`src/hw/rtl/det_pkg.sv`:
```
// det_pkg: shared types, codes and constants of the directory entry table.
// Used by det_store and directory_entry_table; depends on nothing.
package det_pkg;

    // Geometry of the directory block
    localparam int ENTRIES = 16;
    localparam int IDX_W   = (ENTRIES > 2) ? $clog2(ENTRIES) : 1;
    localparam int POS_W   = $clog2(ENTRIES + 1);

    // Operation codes; codes 6 and 7 are ignored
    typedef enum logic [2:0] {
        OP_OPEN      = 3'd0,
        OP_CLOSE     = 3'd1,
        OP_CREATE    = 3'd2,
        OP_DELETE    = 3'd3,
        OP_READ_NEXT = 3'd4,
        OP_REWIND    = 3'd5
    } op_t;

    // Result status codes
    typedef enum logic [2:0] {
        ST_OK        = 3'd0,
        ST_NOT_OPEN  = 3'd1,
        ST_BAD_NAME  = 3'd2,
        ST_EXISTS    = 3'd3,
        ST_NO_SPACE  = 3'd4,
        ST_NOT_FOUND = 3'd5,
        ST_END       = 3'd6
    } status_t;

    // Sequencer states
    typedef enum logic {
        S_IDLE = 1'b0,
        S_SCAN = 1'b1
    } state_t;

    // Input transaction
    typedef struct packed {
        logic [2:0]  operation;
        logic [31:0] entry_name;
        logic [15:0] inode_number;
    } request_t;

    // Result transaction
    typedef struct packed {
        status_t     status;
        logic [3:0]  slot_index;
        logic [31:0] found_name;
        logic [15:0] found_inode;
    } result_t;

    // Write command from the sequencer to the slot store
    typedef struct packed {
        logic             en;
        logic             fill;
        logic [IDX_W-1:0] addr;
        logic [31:0]      name;
        logic [15:0]      inode;
    } store_wr_t;

    // Registered read data of the slot store
    typedef struct packed {
        logic        used;
        logic [31:0] name;
        logic [15:0] inode;
    } store_rd_t;

    // Cut the name at its first zero byte
    function automatic logic [31:0] normalize_name(input logic [31:0] n);
        logic [31:0] keep;
        logic        alive;
        keep  = '0;
        alive = 1'b1;
        for (int b = 0; b < 4; b++) begin
            if (n[8*b +: 8] == 8'd0) begin
                alive = 1'b0;
            end
            if (alive) begin
                keep[8*b +: 8] = n[8*b +: 8];
            end
        end
        return keep;
    endfunction

endpackage

```
`src/hw/rtl/det_store.sv`:
```
// det_store: slot memory (name and inode) with per-slot used bits.
// Depends on det_pkg. One write and one registered read per cycle.
module det_store (
    input  logic                clk,
    input  logic                rst_n,
    input  logic                rd_en,
    input  logic [det_pkg::IDX_W-1:0] rd_addr,
    input  det_pkg::store_wr_t  wr,
    output det_pkg::store_rd_t  rd
);

    logic [47:0]             mem [det_pkg::ENTRIES];
    logic [det_pkg::ENTRIES-1:0] used_reg;
    logic [47:0]             rd_data_reg;
    logic                    rd_used_reg;

    // Used bits: cleared at reset, set by fill, dropped by clear
    always_ff @(posedge clk or negedge rst_n)
    begin
        if (!rst_n)
        begin
            used_reg <= '0;
        end
        else if (wr.en)
        begin
            used_reg[wr.addr] <= wr.fill;
        end
    end

    // Write slot contents on fill
    always_ff @(posedge clk)
    begin
        if (wr.en && wr.fill)
        begin
            mem[wr.addr] <= {wr.name, wr.inode};
        end
    end

    // Registered read
    always_ff @(posedge clk)
    begin
        if (rd_en)
        begin
            rd_data_reg <= mem[rd_addr];
            rd_used_reg <= used_reg[rd_addr];
        end
    end

    assign rd.used  = rd_used_reg;
    assign rd.name  = rd_data_reg[47:16];
    assign rd.inode = rd_data_reg[15:0];

endmodule

```
`src/hw/rtl/directory_entry_table.sv`:
```
// directory_entry_table: top level, operation sequencer and result register.
// Depends on det_pkg and det_store.
//
//   channel   | ports                  | handshake
//   ----------+------------------------+----------------------------------
//   command   | start, busy, request   | taken when start && !busy
//   result    | done, result           | one cycle per transaction, no stall
//
// Open, close, rewind, rejected and unused operations answer in the cycle after
// acceptance and leave busy low. Create, delete and read_next scan the slot
// memory one slot per cycle through its single, registered read port, and
// stop early on a match. Reset clears the used bits at once; no clearing
// pass is needed.
// The receiver cannot stall, so each result is shown exactly once.
module directory_entry_table (
    input  logic              clk,
    input  logic              rst_n,
    input  logic              start,
    output logic              busy,
    input  det_pkg::request_t request,
    output logic              done,
    output det_pkg::result_t  result
);

    localparam logic [det_pkg::IDX_W-1:0] LAST_IDX = det_pkg::IDX_W'(det_pkg::ENTRIES - 1);
    localparam logic [det_pkg::POS_W-1:0] END_POS  = det_pkg::POS_W'(det_pkg::ENTRIES);

    det_pkg::state_t               state_reg, state_next;
    det_pkg::op_t                  op_reg, op_next;
    logic [31:0]                   name_reg, name_next;
    logic [15:0]                   inode_reg, inode_next;
    logic [det_pkg::POS_W-1:0]     addr_reg, addr_next;
    logic [det_pkg::IDX_W-1:0]     chk_reg, chk_next;
    logic                          chk_vld_reg, chk_vld_next;
    logic                          free_fnd_reg, free_fnd_next;
    logic [det_pkg::IDX_W-1:0]     free_idx_reg, free_idx_next;
    logic                          is_open_reg, is_open_next;
    logic [det_pkg::POS_W-1:0]     rpos_reg, rpos_next;
    det_pkg::result_t              result_reg, result_next;
    logic                          done_reg, done_next;

    logic                          rd_en;
    logic [det_pkg::IDX_W-1:0]     rd_addr;
    det_pkg::store_wr_t            wr;
    det_pkg::store_rd_t            rd;
    logic [31:0]                   req_name;
    logic                          accept;
    logic                          name_hit;
    logic                          last;

    det_store u_store (
        .clk     (clk),
        .rst_n   (rst_n),
        .rd_en   (rd_en),
        .rd_addr (rd_addr),
        .wr      (wr),
        .rd      (rd)
    );

    assign accept   = start && (state_reg == det_pkg::S_IDLE);
    assign req_name = det_pkg::normalize_name(request.entry_name);
    assign busy     = (state_reg != det_pkg::S_IDLE);
    assign done     = done_reg;
    assign result   = result_reg;

    // Issue one slot read per cycle while scanning
    assign rd_en    = (state_reg == det_pkg::S_SCAN) && (addr_reg < END_POS);
    assign rd_addr  = addr_reg[det_pkg::IDX_W-1:0];
    assign name_hit = rd.used && (rd.name == name_reg);
    assign last     = (chk_reg == LAST_IDX);

    // Next state, scan evaluation and result
    always_comb
    begin
        state_next    = state_reg;
        op_next       = op_reg;
        name_next     = name_reg;
        inode_next    = inode_reg;
        addr_next     = addr_reg;
        chk_next      = rd_addr;
        chk_vld_next  = rd_en;
        free_fnd_next = free_fnd_reg;
        free_idx_next = free_idx_reg;
        is_open_next  = is_open_reg;
        rpos_next     = rpos_reg;
        result_next   = result_reg;
        done_next     = 1'b0;
        wr            = '0;
        wr.name       = name_reg;
        wr.inode      = inode_reg;

        if (rd_en)
        begin
            addr_next = addr_reg + 1'b1;
        end

        case (state_reg)
            det_pkg::S_IDLE:
            begin
                if (accept)
                begin
                    op_next       = det_pkg::op_t'(request.operation);
                    name_next     = req_name;
                    inode_next    = request.inode_number;
                    free_fnd_next = 1'b0;
                    addr_next     = '0;
                    result_next   = '0;
                    result_next.status = det_pkg::ST_OK;
                    done_next     = 1'b1;
                    case (det_pkg::op_t'(request.operation))
                        det_pkg::OP_OPEN:
                        begin
                            if (req_name == 32'd0)
                            begin
                                result_next.status = det_pkg::ST_BAD_NAME;
                            end
                            else
                            begin
                                is_open_next = 1'b1;
                                rpos_next    = '0;
                            end
                        end
                        det_pkg::OP_CLOSE:
                        begin
                            if (req_name == 32'd0)
                            begin
                                result_next.status = det_pkg::ST_BAD_NAME;
                            end
                            else if (!is_open_reg)
                            begin
                                result_next.status = det_pkg::ST_NOT_OPEN;
                            end
                            else
                            begin
                                is_open_next = 1'b0;
                                rpos_next    = '0;
                            end
                        end
                        det_pkg::OP_CREATE, det_pkg::OP_DELETE:
                        begin
                            if (!is_open_reg)
                            begin
                                result_next.status = det_pkg::ST_NOT_OPEN;
                            end
                            else if (req_name == 32'd0)
                            begin
                                result_next.status = det_pkg::ST_BAD_NAME;
                            end
                            else
                            begin
                                done_next  = 1'b0;
                                state_next = det_pkg::S_SCAN;
                            end
                        end
                        det_pkg::OP_READ_NEXT:
                        begin
                            if (!is_open_reg)
                            begin
                                result_next.status = det_pkg::ST_NOT_OPEN;
                            end
                            else if (rpos_reg >= END_POS)
                            begin
                                result_next.status = det_pkg::ST_END;
                                rpos_next          = END_POS;
                            end
                            else
                            begin
                                done_next  = 1'b0;
                                addr_next  = rpos_reg;
                                state_next = det_pkg::S_SCAN;
                            end
                        end
                        det_pkg::OP_REWIND:
                        begin
                            if (!is_open_reg)
                            begin
                                result_next.status = det_pkg::ST_NOT_OPEN;
                            end
                            else
                            begin
                                rpos_next = '0;
                            end
                        end
                        default:
                        begin
                            result_next.status = det_pkg::ST_OK;
                        end
                    endcase
                end
            end

            det_pkg::S_SCAN:
            begin
                if (chk_vld_reg)
                begin
                    case (op_reg)
                        det_pkg::OP_CREATE:
                        begin
                            if (name_hit)
                            begin
                                result_next.status = det_pkg::ST_EXISTS;
                                done_next          = 1'b1;
                            end
                            else if (last)
                            begin
                                done_next = 1'b1;
                                if (free_fnd_reg || !rd.used)
                                begin
                                    wr.en   = 1'b1;
                                    wr.fill = 1'b1;
                                    wr.addr = free_fnd_reg ? free_idx_reg : chk_reg;
                                    result_next.slot_index = 4'(wr.addr);
                                end
                                else
                                begin
                                    result_next.status = det_pkg::ST_NO_SPACE;
                                end
                            end
                            else if (!free_fnd_reg && !rd.used)
                            begin
                                free_fnd_next = 1'b1;
                                free_idx_next = chk_reg;
                            end
                        end
                        det_pkg::OP_DELETE:
                        begin
                            if (name_hit)
                            begin
                                wr.en   = 1'b1;
                                wr.addr = chk_reg;
                                result_next.slot_index  = 4'(chk_reg);
                                result_next.found_inode = rd.inode;
                                done_next = 1'b1;
                            end
                            else if (last)
                            begin
                                result_next.status = det_pkg::ST_NOT_FOUND;
                                done_next          = 1'b1;
                            end
                        end
                        det_pkg::OP_READ_NEXT:
                        begin
                            if (rd.used)
                            begin
                                result_next.slot_index  = 4'(chk_reg);
                                result_next.found_name  = rd.name;
                                result_next.found_inode = rd.inode;
                                rpos_next = det_pkg::POS_W'(chk_reg) + 1'b1;
                                done_next = 1'b1;
                            end
                            else if (last)
                            begin
                                result_next.status = det_pkg::ST_END;
                                rpos_next          = END_POS;
                                done_next          = 1'b1;
                            end
                        end
                        default:
                        begin
                            done_next = 1'b1;
                        end
                    endcase
                    if (done_next)
                    begin
                        state_next = det_pkg::S_IDLE;
                    end
                end
            end

            default:
            begin
                state_next = det_pkg::S_IDLE;
            end
        endcase
    end

    // Control registers
    always_ff @(posedge clk or negedge rst_n)
    begin
        if (!rst_n)
        begin
            state_reg   <= det_pkg::S_IDLE;
            chk_vld_reg <= 1'b0;
            is_open_reg <= 1'b0;
            rpos_reg    <= '0;
            done_reg    <= 1'b0;
        end
        else
        begin
            state_reg   <= state_next;
            chk_vld_reg <= chk_vld_next;
            is_open_reg <= is_open_next;
            rpos_reg    <= rpos_next;
            done_reg    <= done_next;
        end
    end

    // Payload and scan registers
    always_ff @(posedge clk)
    begin
        op_reg       <= op_next;
        name_reg     <= name_next;
        inode_reg    <= inode_next;
        addr_reg     <= addr_next;
        chk_reg      <= chk_next;
        free_fnd_reg <= free_fnd_next;
        free_idx_reg <= free_idx_next;
        result_reg   <= result_next;
    end

    // A result strobe always returns the sequencer to idle
    assert property (@(posedge clk) disable iff (!rst_n) done_reg |-> !busy)
        else $error("result strobe while busy");

    // Every accepted transaction either answers or starts a scan
    assert property (@(posedge clk) disable iff (!rst_n)
        (start && !busy) |=> (done_reg || state_reg == det_pkg::S_SCAN))
        else $error("accepted transaction went nowhere");

    // Read position never passes the end of the block
    assert property (@(posedge clk) disable iff (!rst_n) rpos_reg <= END_POS)
        else $error("read position out of range");

    // A closed directory keeps its read position at zero
    assert property (@(posedge clk) disable iff (!rst_n)
        !is_open_reg |-> (rpos_reg == '0))
        else $error("read position moved while closed");

endmodule
```
`config.mk`:
```
export PLATFORM = sky130hd
export DESIGN_NAME = directory_entry_table
export DESIGN_NICKNAME = d
export VERILOG_FILES = /design/src/hw/rtl/det_pkg.sv /design/src/hw/rtl/det_store.sv /design/src/hw/rtl/directory_entry_table.sv
export SDC_FILE = /design/constraint.sdc
export NUM_CORES = 1
export LEC_CHECK = 0
export BUFFER_PORTS_ARGS = -buffer_cell sky130_fd_sc_hd__buf_2
export CAP_MARGIN = 10
export CORE_UTILIZATION = 53
export DETAILED_ROUTE_END_ITERATION = 8
export PLACE_DENSITY = 0.75
export SETUP_SLACK_MARGIN = 0.02
export SLEW_MARGIN = 20
export SYNTH_ARGS = -nofsm -noshare
export SYNTH_HDL_FRONTEND = slang
export SYNTH_SLANG_ARGS = --single-unit
```
`constraint.sdc`:
```
create_clock -name clk -period 7.2 [get_ports clk]
set_input_delay 0 -clock clk [delete_from_list [all_inputs] [get_ports clk]]
set_output_delay 0 -clock clk [all_outputs]
set_load 0.01 [all_outputs]
```
-- Yosys cells after proc, flatten, opt, wreduce, memory -nomap -nowiden
Memory sizes are Yosys's and may differ from the RTL's. A register that Yosys moved wholly into a read port is not among the register bits.
Cells that the tools add are included.
- add/subtract/negate cells: 2
- equal/unequal tests: 39
- $lt $le $gt $ge: 5
- multiplexer cells: 102
- reductions and logical operators: 27
- bitwise logic cells: 3
- operators with widths (cell ; count):
    55-bit 2-to-1 mux ; 2
    55-bit case mux with 2 select lines ; 1
    5-bit 2-to-1 mux ; 16
    52-bit 2-to-1 mux ; 1
    1-bit 2-to-1 mux ; 37
    3-bit inequality test (second input constant) ; 12
    32-bit == test ; 1
    32-bit zero test ; 1
    8-bit zero test ; 4
    32-bit 2-to-1 mux ; 1
    8-bit 2-to-1 mux ; 4
    16-bit case mux with 2 select lines ; 1
    6-bit 2-to-1 mux ; 5
    3-bit 2-to-1 mux ; 9
    7-bit case mux with 3 select lines ; 1
    4-bit 2-to-1 mux ; 5
    5-bit case mux with 4 select lines ; 1
    9-bit AND reduction ; 2
    16-bit bitwise mux ; 1
    16-bit 2-to-1 mux ; 1
    1-bit case mux with 2 select lines ; 8
    3-bit case mux with 5 select lines ; 1
    3-bit by 2-bit == test with 1-bit output (second input constant) ; 4
    6-bit AND reduction ; 2
    other kinds (33) ; 57
- output and inout bits: 57
- bits of input ports: 54
- RAM bits: 768
- logic and storage cells: 197
- memories: 1
- flip-flop bits (word level): 146
- memory list (memory ; words ; width ; read ports ; clocked after Yosys merged registers in ; write ports ; line ; RTL):
    u_store.mem ; 16 ; 48 ; 1 ; 1 ; 1 ; det_store.sv:12 ; logic [47:0] mem [det_pkg::ENTRIES];

-- Longest topological paths before layout
Gate-level depths: netlist of run 1.
- depth in word-level cells: 13
- depth in mapped cells: 11
- mapped depth without buffers: 8

-- Hierarchy
A second synthesis of run 1 with hierarchy kept.
- cell total of the unflattened synthesis: 1743
- area, all modules: 36667.7 sq um
- modules (own cells, without submodules) (module ; area each (sq um) ; instances ; cells each ; sequential area each (sq um)):
    det_store ; 31011.0 ; 1 ; 1315 ; 24933.9
    directory_entry_table ; 5656.7 ; 1 ; 428 ; 3738.6

-- Least setup slack after synthesis of run 1
OpenSTA, ideal clock, no wires.
- path type: register -> register
- from: register name_reg[16]
- to: memory u_store.mem[6][0], enable pin
- arrival: 6.743 ns
- setup time: 0.574 ns
- period minus slack after synthesis: 7.317 ns
- required time: 6.626 ns
- path buffers: 1
- setup slack: -0.117 ns
- stages on the path, launching flop included: 9
- cell sequence: edfxtp_1 > xor2_1 > nor4_2 > nand4_1 > nor4_1 > or3_1 > clkbuf_1 > nand3_1 > nor4_1
- cells in the longest elaborated chain, start to end: 9
- elaborated cells between the ends (all ways): 13
- classes of those cells: eq/ne (1); mux (10); reduce/logical (2)
- ends and longest elaborated chain (element ; line ; RTL):
    start: declaration ; directory_entry_table.sv:30 ; logic [31:0] name_reg, name_next;
    start signal: assignment ; directory_entry_table.sv:302 ; name_reg <= name_next;
    32-bit == test (*) ; directory_entry_table.sv:69 ; assign name_hit = rd.used && (rd.name == name_reg);
    1-bit logical AND (*) ; directory_entry_table.sv:69 ;
    1-bit 2-to-1 mux / 6-bit 2-to-1 mux (equally long branches) ; directory_entry_table.sv:227, directory_entry_table.sv:199 ;
    1-bit case mux with 2 select lines / 1-bit 2-to-1 mux (equally long branches) ; directory_entry_table.sv:196 ; case (op_reg)
    6-bit 2-to-1 mux (*) ; directory_entry_table.sv:194 ; if (chk_vld_reg)
    6-bit 2-to-1 mux (*) ; directory_entry_table.sv:97 ; case (state_reg)
    1-bit logical AND ; det_store.sv:33 ; if (wr.en && wr.fill)
    1-bit 2-to-1 mux ; det_store.sv:33 ;
    1-bit 2-to-1 mux (implied by the code) ; det_store.sv:35 ; mem[wr.addr] <= {wr.name, wr.inode};
    end: declaration ; det_store.sv:12 ;
Mark *: on every way between the ends. The rest lies on a longest branch, timed or not.

-- Final worst setup path of run 1
- from: register name_reg[10]
- to: memory u_store.mem[12][33], enable pin
Same word-level chain as after synthesis.

==> results.json, run 1 <==
{
  "fmax_ghz": 0.193,
  "cp_num_buf_inv": 1,
  "critPathLaunchType": "flop",
  "cts_max_path_buffers": 3,
  "post-route-cell-area_um2": 42200,
  "clock_latency_ns": 0.66,
  "vias": 17700,
  "synth_nets": 1694,
  "p_seq_share_pct": 49.1,
  "hold_path.class": "primary input to flop",
  "post_cts_resize_count": 0,
  "largest_register_ffs": 768,
  "wire_per_inst_um": 28.5,
  "grt_max_degree": 141,
  "synth_top_area_share_pct": 75.8,
  "htree_levels": 3,
  "fin_crit_sh_pct": 71.9,
  "p_comb_share_pct": 19.4,
  "drtIter0Drc": 2264,
  "relSlewSlack_pct": 23.9,
  "clock_tree.root_cell": "clkbuf_16",
  "final_hold_viol_count": 0,
  "yosys-top-cells-area": "edfxtp_1 (76%), mux4_2 (15%), dfrtp_1 (1.7%), and2_1 (1.2%), xor2_1 (0.83%)",
  "dieArea_um2": 70400,
  "viasPerCell": 6.19,
  "path_clk_slew_ns": 0.06,
  "required_ns": 7.47,
  "tightest_slew_ns": 1.13,
  "postSynthAreaPerCell_um2": 22.4,
  "dp.cells": 2628,
  "grt_pass1_vias": 18400,
  "intPower_mw": 11.0,
  "layout.nets": 1905,
  "overflow": 0,
  "critPathKind": "flop to flop",
  "synthCells": 1638,
  "ys_types": 56,
  "p_sw_mw": 4.02,
  "final_cells": 2855,
  "synth_ff_type": "edfxtp_1",
  "maxSlewViolCount": 0,
  "drv_cap": 0,
  "busiest_layer": "met2",
  "portBuffers": 110,
  "switching_share_pct": 26.7,
  "setup_viol_count_final": 0,
  "setup_tns_ns": 0,
  "start_util_pct": 53.6,
  "die_h_um": 265,
  "antenna_found_initial": 2,
  "n_antenna_cell": 0,
  "cts.sinks": 962,
  "grt_pass1_wl_um": 120000,
  "dpl.hpwl_um": 44200,
  "post-place-ws_ns": 1.90,
  "ys_ff_latch": 962,
  "end_kind": "flop",
  "cts_tree": "yes",
  "postRouteAntennaNets": 0,
  "syn_to_final_growth_pct": 14.7,
  "use_met3_pct": 4.30,
  "slowest_delay_ns": 0.93,
  "p_total_mw": 15.0,
  "place_congestion": 0.860,
  "cp_top_family": "simple AND/OR/NAND/NOR gates",
  "fin_util_pct": 61.5,
  "worstPathMaxFanout": 29,
  "crit_arrival_ns": 5.44,
  "yosysSeqAreaShare_pct": 78.0,
  "drt_wl_total_um": 81400,
  "io_pins": 111,
  "gr-usage-met1_pct": 31.8,
  "worst_ir_drop_vdd_uv": 479,
  "cp_cell_sequence": "xor2_1, nor4_2, nand4_1, nor4_1, or3_1, nand3_1, nor2_4, buf_4",
  "syn_area_um2": 36800,
  "clockPowerShare_pct": 31.5,
  "async_reset_ff_share_pct": 2.60,
  "core_um2": 68600,
  "fin_crit_ns": 5.17,
  "p_leak_nw": 13.4,
  "grt_use_total_pct": 23.7,
  "drcViolationCount": 0,
  "fin_ws_ns": 2.03,
  "grtUsageMet2_pct": 39.5,
  "synth_most_common_cell": "edfxtp_1",
  "ys.warnings.count": 0,
  "tritoncts.num_buffers": 95,
  "status": "complete, no violations",
  "firstDrtPassIters": 6,
  "cellPowerDensity_nw_per_um2": 356,
  "rows": 96,
  "final_layout_size_suffix_gt1_share_pct": 29.6,
  "synth_edf_count": 928,
  "skew_ns": 0.0278,
  "fp.dieW_um": 265,
  "synthTopCellsByCount": "edfxtp_1 (928), mux4_2 (245), and2_1 (73)",
  "rsz0062_at_grt": "false",
  "placed_area_um2": 38600,
  "critical-path-slowest-cell": "nor2_4",
  "whs_ns": 0.0658,
  "yosysTopAreaCell": "edfxtp_1"
}
## path summary, 6_finish.rpt
kind	start	end	slack [ns]	depth (start not counted)
min in group asynchronous	rst_n	busy	0.39	4
worst min-delay path	request[1]	inode_reg[1]	0.07	2
worst max-delay path	name_reg[10]	u_store.mem[12][33]	2.03	8
max in group asynchronous	rst_n	busy	6.65	4
worst max register to register	name_reg[10]	u_store.mem[12][33]	2.03	8
worst min register to register	rpos_reg[1]	rpos_reg[1]	0.49	2
## cell families after synthesis
family / Yosys count / share of synthesized area [%]
flops: 962 / 78.0
mux: 256 / 15.3
simple gates: 205 / 3.28
buf+inv: 99 / 1.07
compound gates: 77 / 1.41
xor+xnor: 37 / 0.881
fa+ha+maj: 2 / 0.0680
## layout by cell type (no fill, tap or decap), types with 10 or more instances in the layout
| cell | instances |
|---|---|
| clkbuf_16 | 96 |
| clkinv_1 | 22 |
| clkinv_2 | 15 |
| nand3_1 | 17 |
| dfrtp_1 | 24 |
| dlygate4sd3_1 | 54 |
| o41ai_1 | 10 |
| nand2_1 | 28 |
| o21ai_0 | 16 |
| clkbuf_1 | 20 |
| edfxtp_1 | 928 |
| inv_1 | 10 |
| nor2_1 | 11 |
| nor4_2 | 12 |
| mux4_2 | 245 |
| nor2_4 | 12 |
| buf_2 | 110 |
| and2_1 | 73 |
| xor2_1 | 35 |
| buf_4 | 34 |
## per-layer routing
layer  routed length, um  vias up
met5                  13        -
met3                6190      166
met2               40900      859
li1                    -     7288
met1               31600     9357
met4                2670        2
## layout make-up
type                    instances  area (um2)
clock buffers                 116        2480
clock inverters                56         505
well taps                     931        1160
repair buffers                202        1430
multi-input cells             577        7890
flip-flops and latches        962       28700
fillers                      4578       26400
inverters                      11        41.3
## what timing repair did
action | CTS | global route
hold endpoints to repair | 85 | 0
setup buffers | 0 | 0
hold buffers | 55 | 0
## power groups by stage
stage	clock network [mW]	registers (mW)	logic, mW
global placement	0	7.48	2.89
detailed placement	0	7.50	2.91
CTS	4.81	7.39	2.96
finish	4.74	7.39	2.91
floorplan	0	7.25	2.15
global route	5.01	7.46	3.10
## worst register-to-register path, cell delays in order, from the launching register on
cell and delay (ns):
edfxtp_1 0.62, xor2_1 0.28, nor4_2 0.63, nand4_1 0.42, nor4_1 0.49, or3_1 0.31
nand3_1 0.45, nor2_4 0.94, buf_4 0.65
Note: power is estimated with default switching activity, not from simulation.
==> inputs of run 2 (changes only) <==
==> constraint.sdc (replaced) <==
create_clock -name clk -period 4.7 [get_ports clk]
set_input_delay 0 -clock clk [delete_from_list [all_inputs] [get_ports clk]]
set_output_delay 0 -clock clk [all_outputs]
set_load 0.01 [all_outputs]
==> run 2 against run 1 <==
Net effect: clock skew up 0.013 ns; global-route usage up 0.43 points; final cell count up 0.77%; clock-buffer cell count up 2; die area unchanged; fmax up 21%; non-clock buffer count up 20; register-to-register slack worse by 1.6 ns; worst hold slack worse by 0.0065 ns; flip-flop and latch count unchanged; critical endpoint is now u_store.mem[0][9].
==> results.json, run 2 (same netlist as run 1, synthesis figures left out) <==
{
  "n_antenna_cell": 0,
  "firstDrtPassIters": 5,
  "io_pins": 111,
  "cellPowerDensity_nw_per_um2": 549,
  "cts_tree": "yes",
  "rr_worst_depth": 8,
  "p_leak_nw": 13.6,
  "grt_max_degree": 68,
  "placed_area_um2": 39000,
  "r2r-start": "name_reg[17]",
  "clock_latency_ns": 0.68,
  "hp-start": "request[1]",
  "wire_per_inst_um": 28.8,
  "clock_tree.root_cell": "clkbuf_16",
  "postRouteAntennaNets": 0,
  "cts_max_path_buffers": 3,
  "grt_use_total_pct": 24.2,
  "reg2reg_slack_ns": 0.43,
  "worst-path-stages": 8,
  "maxSlewViolCount": 0,
  "dpl.hpwl_um": 44200,
  "drt_wl_total_um": 83000,
  "whs_ns": 0.0594,
  "worst_ir_drop_vdd_uv": 328,
  "status": "complete, no violations",
  "post-route-cell-area_um2": 42700,
  "final_hold_viol_count": 0,
  "antenna_found_initial": 0,
  "final_common_cell": "edfxtp_1",
  "vias": 17800,
  "critical-path-slowest-cell": "or3_1",
  "portBuffers": 110,
  "tightest_slew_ns": 1.04,
  "worst_setup_path_startpoint": "name_reg[17]",
  "htree_levels": 3,
  "hold_path.class": "primary input to flop",
  "largest_register_ffs": 768,
  "skew_ns": 0.0407,
  "required_ns": 4.99,
  "critPathKind": "flop to flop",
  "critPathLaunchType": "flop",
  "grt_pass1_vias": 18400,
  "cts.sinks": 962,
  "r2r-end": "u_store.mem[0][9]",
  "cp_num_buf_inv": 1,
  "slowest_delay_ns": 0.64,
  "drcViolationCount": 0,
  "path_clk_slew_ns": 0.06,
  "place_congestion": 0.926,
  "fin_crit_ns": 4.27,
  "dieArea_um2": 70400,
  "rows": 96,
  "grt_pass1_wl_um": 121000,
  "relSlewSlack_pct": 30.4,
  "fmax_ghz": 0.234,
  "crit_top_cell": "or3_1",
  "crit_path_end": "u_store.mem[0][9]",
  "final_layout_size_suffix_gt1_share_pct": 30.5,
  "dp.cells": 2648,
  "drtIter0Drc": 1957,
  "setup_viol_count_final": 0,
  "die_h_um": 265,
  "fp.dieW_um": 265,
  "start_util_pct": 53.6,
  "setup_tns_ns": 0,
  "cp_cell_sequence": "xor2_1, nor4_2, and4_1, a31oi_1, or3_1, or3_1, nor2_4, buf_4",
  "final_cells": 2877,
  "tritoncts.num_buffers": 94,
  "viasPerCell": 6.19,
  "cp_top_family": "simple AND/OR/NAND/NOR gates",
  "rsz0062_at_grt": "false",
  "fin_crit_sh_pct": 90.9,
  "overflow": 0,
  "final_cell_mix": "edfxtp_1 (928), mux4_2 (245), buf_2 (110), clkbuf_16 (96), and2_1 (73)",
  "fillCellCount": 4466,
  "syn_to_final_growth_pct": 16.0,
  "crit_arrival_ns": 4.56,
  "p_total_mw": 23.4,
  "layout.nets": 1924,
  "core_um2": 68600,
  "worstPathMaxFanout": 24,
  "end_kind": "flop",
  "drv_cap": 0
}
[run 2: changes by cell type in the layout (fill, tap and decap cells not counted), moves of 3 or more]
cell / change
buf_12: +16
clkinv_1: -7
buf_4: +4
bufinv_16: +4
clkinvlp_4: +4
nor4_2: -4
clkinv_2: +3
nor4_1: +3
[run 2: layer usage]
| layer | share of wire (%) | GRT usage [%] | vias to the layer above |
|---|---|---|---|
| met5 | 0 | 0 | - |
| met4 | 4.5 | 10.9 | 0 |
| met3 | 8.5 | 5.12 | 195 |
| met2 | 49 | 38.5 | 1000 |
| li1 | - | - | 7334 |
| met1 | 38 | 32.5 | 9268 |
[run 2: repair_timing]
item                                   4_1_cts  5_1_grt
hold buffers                                55        0
buffers inserted                             0        0
gates resized for setup                      0        0
endpoints found under the hold margin       85        0
[run 2: how the worst min path moves through the flow]
stage                                       to  cells after the start
after floorplan                           busy                      0
after global placement    u_store.used_reg[10]                      1
after detailed placement                  done                      1
after CTS                         inode_reg[7]                      2
after global routing             inode_reg[12]                      2
final                             inode_reg[1]                      2
[run 2: area by class of cell]
| class | count | area, um2 | area share (%) |
|---|---|---|---|
| clock buffers | 118 | 2500 | 5.87 |
| clock inverters | 56 | 617 | 1.45 |
| inverters | 11 | 41.3 | 0.0968 |
| multi-input cells | 577 | 7870 | 18.5 |
| flip-flops and latches | 962 | 28700 | 67.2 |
| well taps | 931 | 1160 | 2.73 |
| repair buffers | 222 | 1780 | 4.16 |
[run 2: power breakdown]
part / switching [mW] / internal (mW)
Sequential: 0.772 / 10.5
Clock: 3.17 / 4.40
Combinational: 2.31 / 2.29
[run 2: stage by stage]
stage / setup WS (ns) / util [%]
2_1_floorplan: -0.162 / -
3_3_place_gp: 0.587 / 56.8
3_5_place_dp: 0.488 / 56.8
4_1_cts: 0.437 / 62.2
5_1_grt: 0.281 / 62.2
6_report: 0.427 / 62.2
